$ cat config.mk
export PLATFORM = sky130hd
export DESIGN_NAME = crc16_checked_frame_receiver_unit_flat
export DESIGN_NICKNAME = d
export VERILOG_FILES = /design/src/rtl/core/cfrx_pkg.sv /design/src/rtl/core/cfrx_ifc.sv /design/src/rtl/core/cfrx_payload_ram.sv /design/src/rtl/core/cfrx_frame_ctrl.sv /design/src/rtl/core/crc16_checked_frame_receiver_unit.sv /design/src/flat_wrapper.sv
export SDC_FILE = /design/constraint.sdc
export NUM_CORES = 1
export LEC_CHECK = 0
export ABC_AREA = 0
export BUFFER_PORTS_ARGS = -buffer_cell sky130_fd_sc_hd__buf_4
export CORE_AREA = 3 3 161 147
export DETAILED_ROUTE_END_ITERATION = 7
export DIE_AREA = 0 0 164 150
export PLACE_DENSITY_LB_ADDON = 0.3
export SLEW_MARGIN = 20
export SYNTH_ARGS = -nofsm -noshare
export SYNTH_HDL_FRONTEND = slang
export SYNTH_HIERARCHICAL = 1
export SYNTH_SLANG_ARGS = --single-unit
$ cat constraint.sdc
create_clock -name clock -period 2.3 [get_ports clock]
set_input_delay 0.23 -clock clock [delete_from_list [all_inputs] [get_ports clock]]
set_output_delay 0.23 -clock clock [all_outputs]
set_load 0.02 [all_outputs]
$ cat src/rtl/core/cfrx_pkg.sv
`timescale 1ns / 1ps
`default_nettype none

package cfrx_pkg;

   localparam int PAYLOAD_BYTES = 20;
   localparam int ADDR_W = (PAYLOAD_BYTES > 1) ? $clog2(PAYLOAD_BYTES) : 1;
   localparam int POS_W = 6;

   localparam logic [7:0] START_BYTE = 8'h2F;
   localparam logic [7:0] TAIL_BYTE = 8'h0A;
   localparam logic [15:0] CRC_POLY = 16'h1021;
   localparam logic [15:0] CRC_TOP = 16'h8000;

   localparam logic [1:0] ST_GOOD = 2'd0;
   localparam logic [1:0] ST_BAD_TAIL = 2'd1;
   localparam logic [1:0] ST_CRC_BAD = 2'd2;

   typedef struct packed {
      logic en;
      logic [ADDR_W-1:0] addr;
      logic [7:0] data;
   } wr_port_type;

   typedef struct packed {
      logic valid;
      logic [1:0] status;
   } frame_end_type;

endpackage

`default_nettype wire

$ cat src/rtl/core/cfrx_ifc.sv
`timescale 1ns / 1ps
`default_nettype none

interface cfrx_req_if;
   logic valid;
   logic ready;
   logic [7:0] rx_byte;
   logic timeout;
   modport source(output valid, rx_byte, timeout, input ready);
   modport sink(input valid, rx_byte, timeout, output ready);
endinterface

interface cfrx_rsp_if;
   logic valid;
   logic ready;
   logic [1:0] status;
   logic [5:0] byte_index;
   logic [7:0] payload_byte;
   logic last;
   modport source(output valid, status, byte_index, payload_byte, last, input ready);
   modport sink(input valid, status, byte_index, payload_byte, last, output ready);
endinterface

`default_nettype wire

$ cat src/rtl/core/cfrx_payload_ram.sv
`timescale 1ns / 1ps
`default_nettype none

module cfrx_payload_ram (
   input wire logic clock,
   input wire cfrx_pkg::wr_port_type wr,
   input wire logic rd_en,
   input wire logic [cfrx_pkg::ADDR_W-1:0] rd_addr,
   output logic [7:0] rd_data
);

   logic [7:0] mem [cfrx_pkg::PAYLOAD_BYTES];
   logic [7:0] rd_data_ff;

   always_ff @(posedge clock) begin
      if (wr.en) begin
         mem[wr.addr] <= wr.data;
      end
      if (rd_en) begin
         rd_data_ff <= mem[rd_addr];
      end
   end

   assign rd_data = rd_data_ff;

endmodule

`default_nettype wire

$ cat src/rtl/core/cfrx_frame_ctrl.sv
`timescale 1ns / 1ps
`default_nettype none

module cfrx_frame_ctrl (
   input wire logic clock,
   input wire logic reset,
   input wire logic accept,
   input wire logic [7:0] rx_byte,
   input wire logic timeout,
   output cfrx_pkg::wr_port_type wr,
   output cfrx_pkg::frame_end_type frame_end
);

   localparam logic [cfrx_pkg::POS_W-1:0] POS_CRC_HI =
      cfrx_pkg::POS_W'(cfrx_pkg::PAYLOAD_BYTES);
   localparam logic [cfrx_pkg::POS_W-1:0] POS_CRC_LO =
      cfrx_pkg::POS_W'(cfrx_pkg::PAYLOAD_BYTES + 1);

   logic in_frame_ff, in_frame_in;
   logic [cfrx_pkg::POS_W-1:0] position_ff, position_in;
   logic [15:0] crc_ff, crc_in;
   logic [7:0] crc_hi_ff, crc_hi_in;
   logic [7:0] crc_lo_ff, crc_lo_in;
   logic [15:0] crc_next;

   function automatic logic [15:0] crc_add_byte(input logic [15:0] crc, input logic [7:0] b);
      logic [15:0] c;
      c = crc ^ {b, 8'h00};
      for (int k = 0; k < 8; k++) begin
         if ((c & cfrx_pkg::CRC_TOP) != 16'h0000) begin
            c = (c << 1) ^ cfrx_pkg::CRC_POLY;
         end else begin
            c = c << 1;
         end
      end
      return c;
   endfunction

   assign crc_next = crc_add_byte(in_frame_ff ? crc_ff : 16'h0000, rx_byte);

   always_comb begin
      in_frame_in = in_frame_ff;
      position_in = position_ff;
      crc_in = crc_ff;
      crc_hi_in = crc_hi_ff;
      crc_lo_in = crc_lo_ff;
      wr.en = 1'b0;
      wr.addr = position_ff[cfrx_pkg::ADDR_W-1:0];
      wr.data = rx_byte;
      frame_end.valid = 1'b0;
      frame_end.status = cfrx_pkg::ST_GOOD;
      if (accept) begin
         priority if (timeout) begin
            in_frame_in = 1'b0;
            position_in = '0;
         end else if (!in_frame_ff) begin
            if (rx_byte == cfrx_pkg::START_BYTE) begin
               in_frame_in = 1'b1;
               position_in = '0;
               crc_in = crc_next;
            end
         end else if (position_ff < POS_CRC_HI) begin
            wr.en = 1'b1;
            crc_in = crc_next;
            position_in = position_ff + 1'b1;
         end else if (position_ff == POS_CRC_HI) begin
            crc_hi_in = rx_byte;
            position_in = position_ff + 1'b1;
         end else if (position_ff == POS_CRC_LO) begin
            crc_lo_in = rx_byte;
            position_in = position_ff + 1'b1;
         end else begin
            frame_end.valid = 1'b1;
            priority if (rx_byte != cfrx_pkg::TAIL_BYTE) begin
               frame_end.status = cfrx_pkg::ST_BAD_TAIL;
            end else if ({crc_hi_ff, crc_lo_ff} != crc_ff) begin
               frame_end.status = cfrx_pkg::ST_CRC_BAD;
            end else begin
               frame_end.status = cfrx_pkg::ST_GOOD;
            end
            in_frame_in = 1'b0;
            position_in = '0;
         end
      end
   end

   always_ff @(posedge clock) begin
      if (reset) begin
         in_frame_ff <= 1'b0;
         position_ff <= '0;
         crc_ff <= '0;
         crc_hi_ff <= '0;
         crc_lo_ff <= '0;
      end else begin
         in_frame_ff <= in_frame_in;
         position_ff <= position_in;
         crc_ff <= crc_in;
         crc_hi_ff <= crc_hi_in;
         crc_lo_ff <= crc_lo_in;
      end
   end

endmodule

`default_nettype wire

$ cat src/rtl/core/crc16_checked_frame_receiver_unit.sv
// crc16 checked frame receiver
// req channel: one serial byte (rx_byte) or a timeout flag per transfer.
// the block hunts for start byte 0x2f, stores the payload bytes in a small
// synchronous buffer, checks the tail byte and the crc-16 (poly 0x1021, init 0)
// and answers on the rsp channel.
// rsp channel: a good frame gives one transfer per payload byte, byte_index
// counting up, last set on the final one; a bad frame gives one transfer with
// status 1 (bad tail) or 2 (crc mismatch) and last set.
// throughput: while no frame is being released, one req transfer per cycle.
// after the tail of a good frame req ready stays low while the payload is read
// back, each byte going through a buffer read (S_READ), then an output load
// (S_LOAD). after the tail transfer a good frame passes S_READ and S_LOAD
// before its first payload result is registered, a bad frame passes S_ERR
// before its error result is registered.
// the rsp side has an output register, so once the readout is done a req
// transfer is taken while the last result waits; a stalled receiver holds the
// current result and the readout pauses until it is taken.
// reset (synchronous) returns to hunting and empties the output register;
// the buffer is not cleared.
`timescale 1ns / 1ps
`default_nettype none

module crc16_checked_frame_receiver_unit (
   input wire logic clock,
   input wire logic reset,
   cfrx_req_if.sink req_chan,
   cfrx_rsp_if.source rsp_chan
);

   localparam logic [1:0] S_IDLE = 2'd0;
   localparam logic [1:0] S_READ = 2'd1;
   localparam logic [1:0] S_LOAD = 2'd2;
   localparam logic [1:0] S_ERR = 2'd3;

   localparam logic [cfrx_pkg::ADDR_W-1:0] LAST_IDX =
      cfrx_pkg::ADDR_W'(cfrx_pkg::PAYLOAD_BYTES - 1);

   logic [1:0] state_ff, state_in;
   logic [cfrx_pkg::ADDR_W-1:0] idx_ff, idx_in;
   logic [1:0] err_status_ff, err_status_in;
   logic rsp_valid_ff, rsp_valid_in;
   logic [1:0] rsp_status_ff, rsp_status_in;
   logic [5:0] rsp_index_ff, rsp_index_in;
   logic [7:0] rsp_data_ff, rsp_data_in;
   logic rsp_last_ff, rsp_last_in;

   logic accept;
   logic out_free;
   logic rd_en;
   logic [7:0] rd_data;
   cfrx_pkg::wr_port_type wr;
   cfrx_pkg::frame_end_type frame_end;

   assign req_chan.ready = (state_ff == S_IDLE);
   assign accept = req_chan.valid && req_chan.ready;
   assign out_free = !rsp_valid_ff || rsp_chan.ready;
   assign rd_en = (state_ff == S_READ);

   cfrx_frame_ctrl u_frame_ctrl (
      .clock(clock),
      .reset(reset),
      .accept(accept),
      .rx_byte(req_chan.rx_byte),
      .timeout(req_chan.timeout),
      .wr(wr),
      .frame_end(frame_end)
   );

   cfrx_payload_ram u_payload_ram (
      .clock(clock),
      .wr(wr),
      .rd_en(rd_en),
      .rd_addr(idx_ff),
      .rd_data(rd_data)
   );

   always_comb begin
      state_in = state_ff;
      idx_in = idx_ff;
      err_status_in = err_status_ff;
      rsp_valid_in = rsp_valid_ff && !rsp_chan.ready;
      rsp_status_in = rsp_status_ff;
      rsp_index_in = rsp_index_ff;
      rsp_data_in = rsp_data_ff;
      rsp_last_in = rsp_last_ff;
      unique case (state_ff)
         S_IDLE: begin
            if (frame_end.valid) begin
               idx_in = '0;
               err_status_in = frame_end.status;
               state_in = (frame_end.status == cfrx_pkg::ST_GOOD) ? S_READ : S_ERR;
            end
         end
         S_READ: begin
            state_in = S_LOAD;
         end
         S_LOAD: begin
            if (out_free) begin
               rsp_valid_in = 1'b1;
               rsp_status_in = cfrx_pkg::ST_GOOD;
               rsp_index_in = 6'(idx_ff);
               rsp_data_in = rd_data;
               rsp_last_in = (idx_ff == LAST_IDX);
               if (idx_ff == LAST_IDX) begin
                  state_in = S_IDLE;
               end else begin
                  idx_in = idx_ff + 1'b1;
                  state_in = S_READ;
               end
            end
         end
         S_ERR: begin
            if (out_free) begin
               rsp_valid_in = 1'b1;
               rsp_status_in = err_status_ff;
               rsp_index_in = '0;
               rsp_data_in = '0;
               rsp_last_in = 1'b1;
               state_in = S_IDLE;
            end
         end
         default: begin
            state_in = S_IDLE;
         end
      endcase
   end

   always_ff @(posedge clock) begin
      if (reset) begin
         state_ff <= S_IDLE;
         rsp_valid_ff <= 1'b0;
      end else begin
         state_ff <= state_in;
         rsp_valid_ff <= rsp_valid_in;
      end
   end

   always_ff @(posedge clock) begin
      idx_ff <= idx_in;
      err_status_ff <= err_status_in;
      rsp_status_ff <= rsp_status_in;
      rsp_index_ff <= rsp_index_in;
      rsp_data_ff <= rsp_data_in;
      rsp_last_ff <= rsp_last_in;
   end

   assign rsp_chan.valid = rsp_valid_ff;
   assign rsp_chan.status = rsp_status_ff;
   assign rsp_chan.byte_index = rsp_index_ff;
   assign rsp_chan.payload_byte = rsp_data_ff;
   assign rsp_chan.last = rsp_last_ff;

   // good frame end starts the buffer readout
   a_good_starts_read: assert property (@(posedge clock) disable iff (reset)
      frame_end.valid && frame_end.status == cfrx_pkg::ST_GOOD |=> state_ff == S_READ)
      else $error("good frame did not start readout");

   // last payload transfer carries the final index
   a_last_index: assert property (@(posedge clock) disable iff (reset)
      rsp_valid_ff && rsp_last_ff && rsp_status_ff == cfrx_pkg::ST_GOOD
      |-> rsp_index_ff == 6'(cfrx_pkg::PAYLOAD_BYTES - 1))
      else $error("last payload transfer has wrong index");

   // error transfers are single, zero filled
   a_error_shape: assert property (@(posedge clock) disable iff (reset)
      rsp_valid_ff && rsp_status_ff != cfrx_pkg::ST_GOOD
      |-> rsp_last_ff && rsp_index_ff == '0 && rsp_data_ff == '0)
      else $error("malformed error transfer");

   // no buffer write during readout
   a_no_write_in_readout: assert property (@(posedge clock) disable iff (reset)
      state_ff != S_IDLE |-> !wr.en)
      else $error("buffer written during readout");

endmodule

`default_nettype wire
$ cat src/flat_wrapper.sv
// flat-port wrapper written by rule: the top's interface ports become plain ports
module crc16_checked_frame_receiver_unit_flat 
  (clock, reset, req_chan_valid, req_chan_rx_byte, req_chan_timeout, req_chan_ready, rsp_chan_valid, rsp_chan_status, rsp_chan_byte_index, rsp_chan_payload_byte, rsp_chan_last, rsp_chan_ready);
  cfrx_req_if req_chan_i ();
  cfrx_rsp_if rsp_chan_i ();
  input wire logic clock;
  input wire logic reset;
  input wire logic [$bits(req_chan_i.valid)-1:0] req_chan_valid;
  input wire logic [$bits(req_chan_i.rx_byte)-1:0] req_chan_rx_byte;
  input wire logic [$bits(req_chan_i.timeout)-1:0] req_chan_timeout;
  output wire logic [$bits(req_chan_i.ready)-1:0] req_chan_ready;
  output wire logic [$bits(rsp_chan_i.valid)-1:0] rsp_chan_valid;
  output wire logic [$bits(rsp_chan_i.status)-1:0] rsp_chan_status;
  output wire logic [$bits(rsp_chan_i.byte_index)-1:0] rsp_chan_byte_index;
  output wire logic [$bits(rsp_chan_i.payload_byte)-1:0] rsp_chan_payload_byte;
  output wire logic [$bits(rsp_chan_i.last)-1:0] rsp_chan_last;
  input wire logic [$bits(rsp_chan_i.ready)-1:0] rsp_chan_ready;
  assign req_chan_i.valid = req_chan_valid;
  assign req_chan_i.rx_byte = req_chan_rx_byte;
  assign req_chan_i.timeout = req_chan_timeout;
  assign req_chan_ready = req_chan_i.ready;
  assign rsp_chan_valid = rsp_chan_i.valid;
  assign rsp_chan_status = rsp_chan_i.status;
  assign rsp_chan_byte_index = rsp_chan_i.byte_index;
  assign rsp_chan_payload_byte = rsp_chan_i.payload_byte;
  assign rsp_chan_last = rsp_chan_i.last;
  assign rsp_chan_i.ready = rsp_chan_ready;
  crc16_checked_frame_receiver_unit u_core (.clock(clock), .reset(reset), .req_chan(req_chan_i), .rsp_chan(rsp_chan_i));
endmodule
# After elaboration in Yosys (flattened, before gate mapping)
# Memories as Yosys holds them, arrays and structs flattened. A register that Yosys moved wholly into a read port is not among the register bits.
# Index checks and enable logic that the tools add are counted.
# word_totals
register_bits	66
ramBits	160
elab_cells	124
n_memories	1
# mem_list
name	depth	word_bits	read_ports	rd_clocked_by_memory_dff	write_ports	line_no	rtl
u_core.u_payload_ram.mem	20	8	1	1	1	cfrx_payload_ram.sv:12	logic [7:0] mem [cfrx_pkg::PAYLOAD_BYTES];
# op_classes
add_sub_neg	2
n_lt_le_gt_ge	1
n_eq_ne	14
n_mux	61
bitwise_logic	12
n_reduce_logical	20
# op_table
op	n
2-to-1 mux 13 bit	8
2-to-1 mux 16 bit	4
2-to-1 mux 6 bit	8
inverter 3 bit	8
2-to-1 mux 3 bit	6
2-to-1 mux 1 bit	17
2-to-1 mux 8 bit	2
inequality test 16 bit	1
one-hot mux 8 bit (2 select lines)	1
XOR 16 bit	1
2-to-1 mux 5 bit	3
2-to-1 mux 2 bit	7
equality test 6 x 5 -> 1 bit (second input constant)	2
one-hot mux 6 bit (2 select lines)	1
one-hot mux 5 bit (2 select lines)	1
equality test 8 x 6 -> 1 bit (second input constant)	1
inequality test 8 x 4 -> 1 bit (second input constant)	1
one-hot mux 2 bit (4 select lines)	1
AND reduction 4 bit	2
adder 6 x 1 -> 6 bit (second input constant)	1
< comparator 6 x 5 -> 1 bit (second input constant)	1
inequality test 2 x 1 -> 1 bit (second input constant)	3
AND reduction 3 bit	2
AND reduction 6 bit	1
17 further kinds	27

# Logic depth before layout (Yosys ltp)
# depth
word_depth	20
mapped_depth	9
mapped_depth_nobuf	9

# Hierarchy
# The synthesis kept the hierarchy.
# modules_own_cells
mod	n_inst	cells_per_inst	area_each_um2	seq_area_each_um2
cfrx_payload_ram	1	308	6562.5	5044.8
cfrx_frame_ctrl	1	249	2205.9	780.7
crc16_checked_frame_receiver_unit	1	78	1092.3	750.7

# Worst setup path after synthesis
# OpenSTA, ideal clock, no wires.
# synth_path
path_kind	register to register
start	reg u_core.state_ff[0]
end	mem u_core.u_payload_ram.mem[0][0] (enable)
setup_time_ps	370
arrival_ps	2367
required_ps	1930
path_slack_ps	-437
path_stages_with_launch	9
period_less_slack_ps	2737
cell_sequence	dfxtp_1 -> buf_2 -> nor2_1 -> and2_1 -> and3b_1 -> nand3_1 -> inv_1 -> or3b_2 -> nor2_1
# synth_rtl
element	line_no	rtl
start: declaration	crc16_checked_frame_receiver_unit.sv:38	logic [1:0] state_ff, state_in;
start signal: assignment	crc16_checked_frame_receiver_unit.sv:133	state_ff <= state_in;
end: declaration	cfrx_payload_ram.sv:12	

==> results.md <==
* Hold Fails Final Rpt at 0
* Final setup viols at 0
* Synth top area cells: edfxtp_1, dfxtp_1, mux4_2
* RSZ-0062 raised after global routing: no
* Largest net degree at the start of global routing at 41
* Total Wirelength at 20.3 mm
* Largest area contributor in the netlist: edfxtp_1
* Synth Flop Type: edfxtp_1
* Post-DP HPWL at 13.8 mm
* Die height at 150 um
* Total GRT Usage at 16.9%
* Avg WL per Cell at 20.0 um
* Synth Area in Simple Gates at 8.65%
* Share of cells above drive strength 1 at 22.4%
* Slowest-stage cell, CP: or3b_4
* CTS sink cnt at 233
* Vias in the first global route at 5,497
* XOR/XNOR Fraction of Synth Area at 4.26%
* Maximum vdd drop at 0.583 mV
* Post-route cell area at 11,400 um2
* Crit path max fanout at 8
* Crit path largest cell delay at 490 ps
* Cell mode on critical path: nor2_4
* Rows at 52
* Critical path cell sequence: nor2_4 -> and2_4 -> and3b_2 -> nand3_1 -> inv_1 -> or3b_4 -> nor2_4
* Hold Path Class: input port to register
* Syn Area/Cell at 15.5 um2
* # H-tree levels at 1
* CTS buffer count at 25
* Setup CP Type: register to register
* Routability-driven placement congestion ratio at 0.789
* Synth Area in Compound Gates at 4.10%
* Mux cell area share after synthesis at 12.3%
* Tightest Pin Transition at 701 ps
* Die area at 24,600 um2
* Antenna violations before repair at 0
* Die W at 164 um
* DR vias at 5,407
* Most frequent cells in the layout: edfxtp_1, buf_4, nor2_1, mux2i_1, dfxtp_1
* F_max at 0.453 GHz
* Fin. max-slew vios at 0
* Fin crit share at 96.0%
* Starting density of the core at 44.2%
* Final #Nets at 718
* Number of synthesized register bits at 233
* Largest family of logic cells by synthesized area: multiplexers
* Final cell utilization of the core at 51.3%
* CP arrival at 2410 ps
* Syn Nets at 652
* CTS tree: built
* Synth-to-layout area growth at 16.1%
* Residual DRC at 0
* Worst-Skew Late Latency at 520 ps
* Post-Synth Adder-Cell Area at 0.508%
* Outcome: complete, no violations
* Overflow after GRT at 0
* Max-cap violations at 0
* Root Driver: clkbuf_16
* Core ar. at 22,300 um2
* Post-synth EDFFs at 191
* Synth async-reset ratio at 0%
* Synth Cell Area at 9860 um2
* CP Launch Type: register
* Port Buf Inserts at 30
* Seq/Total Area, Yosys at 66.7%
* Clock buffer depth at 3
* Placed Area at 10,600 um2
* Pwr dens at 744 nW/um2
* Commonest non-fill, non-tap cell in the layout: edfxtp_1
* Required time of the critical path at 2500 ps
* CP endpoint kind: register
* Yosys top cell area share at 58.2%
* Final min period at 2210 ps
* Top Ports at 32
* Antenna diodes at 0
* Delay-heaviest family, CP: simple AND/OR/NAND/NOR gates
* Setup_tns at 0 ps
* Setup Skew at 11.8 ps
* Synth warnings at 6
* Max_slew headroom at 53.3%
* ANT nets after route at 0
* Cells after Synth at 635
* First-pass GRT wire length at 32.0 mm
* Pre-antenna DRT Iters at 4
* Vias/cell at 5.32
* Yosys cell types at 59
* Initial DRC count at 480
* Finished Layout Cells at 1,017
* Worst Path Buf+Inv at 1
* Clk slew on worst S/H paths at 60 ps
* Leak at 0.00385 uW
* Placed cell count at 970
-- report_power, final --
part / total [uW] / switching, uW / internal (uW)
logic: 184 / 124 / 60.3
registers: 4550 / 1.24 / 4550
clock network: 3780 / 1510 / 2270
-- cell families after synthesis --
group	after synthesis
xor+xnor	48
compound gates	54
mux	77
fa+ha+maj	4
simple gates	167
buf+inv	51
other cells	1
flops	233
-- state kept, by name, summed over array words and instances, names as in the netlist --
signal / flops
u_core/u_frame_ctrl/crc_hi_ff: 8
u_core/err_status_ff: 2
u_core/u_payload_ram/mem: 160
u_core/u_frame_ctrl/crc_lo_ff: 8
u_core/rsp_chan.last: 1
u_core/idx_ff: 5
u_core/u_frame_ctrl/in_frame_ff: 1
u_core/state_ff: 2
u_core/u_payload_ram/rd_data: 8
u_core/rsp_chan.payload_byte: 8
u_core/u_frame_ctrl/position_ff: 6
u_core/u_frame_ctrl/crc_ff: 16
u_core/rsp_chan.valid: 1
u_core/rsp_chan.byte_index: 5
u_core/rsp_chan.status: 2
-- cell usage after synthesis, drive strengths merged (2+ instances only) --
| library cell | number |
|---|---|
| edfxtp | 191 |
| nor2 | 68 |
| mux2i | 43 |
| dfxtp | 42 |
| mux4 | 32 |
| xnor2 | 32 |
| buf | 30 |
| nand2 | 29 |
| and2 | 18 |
| xor2 | 16 |
| clkbuf | 12 |
| o21ai | 12 |
| nand2b | 11 |
| inv | 9 |
| a221oi | 8 |
| nand3 | 8 |
| a211oi | 7 |
| o211ai | 7 |
| a21oi | 5 |
| nand4 | 5 |
| o22ai | 5 |
| and3 | 4 |
| ha | 4 |
| nand3b | 4 |
| a2bb2oi | 2 |
| a41oi | 2 |
| and2b | 2 |
| mux2 | 2 |
| nand4bb | 2 |
| nor2b | 2 |
| nor3b | 2 |
| or3 | 2 |
| or3b | 2 |
-- final timing paths --
| kind | startpoint | end | slack [ps] | depth (start not counted) |
|---|---|---|---|---|
| worst max register to register | u_core/state_ff[0] | u_core/u_payload_ram/mem[0][6] | 90 | 7 |
| worst max-delay path | u_core/state_ff[0] | u_core/u_payload_ram/mem[0][6] | 90 | 7 |
| worst min-delay path | rsp_chan_ready | u_core/rsp_chan.valid | 40 | 3 |
| worst min register to register | u_core/u_payload_ram/rd_data[6] | u_core/rsp_chan.payload_byte[6] | 520 | 1 |
-- tightest hold or removal path, cell delays in order --
cell      delay [ps]
buf_4             80
nand2b_4         130
a21oi_1           70
-- metrics by stage --
| stage | total power [uW] | hold WS [ps] | setup slack (ps) |
|---|---|---|---|
| CTS | 8590 | 27.1 | 35.1 |
| global route | 8800 | 49.2 | 2.81 |
| global placement | 4820 | 497 | 57.0 |
| finish | 8510 | 42.2 | 91.6 |
| floorplan | 4750 | 292 | 44.2 |
| detailed placement | 4820 | 508 | -25.3 |
-- cell type report --
class | count | area [um2]
multi-input combinational | 351 | 3000
fill | 1852 | 10900
clock buffer | 40 | 763
timing repair buffer | 81 | 658
clock inverter | 6 | 37.5
sequential | 233 | 6580
inverter | 9 | 33.8
tap | 297 | 372
-- layer usage --
| layer | share of wire [%] | track usage, % |
|---|---|---|
| met2 | 49 | 27.9 |
| met4 | 2.2 | 4.36 |
| met3 | 4.4 | 2.82 |
| met5 | 0 | 0 |
| met1 | 45 | 23.6 |
-- repair_timing --
action / 4_1_cts / 5_1_grt
buffers inserted: 1 / 0
pin swaps: 4 / 1
gates resized for setup: 1 / 4
hold buffers: 0 / 0
hold endpoints to repair: 0 / 0
setup endpoints to repair: 38 / 41
(Power assumes the default switching activity.)
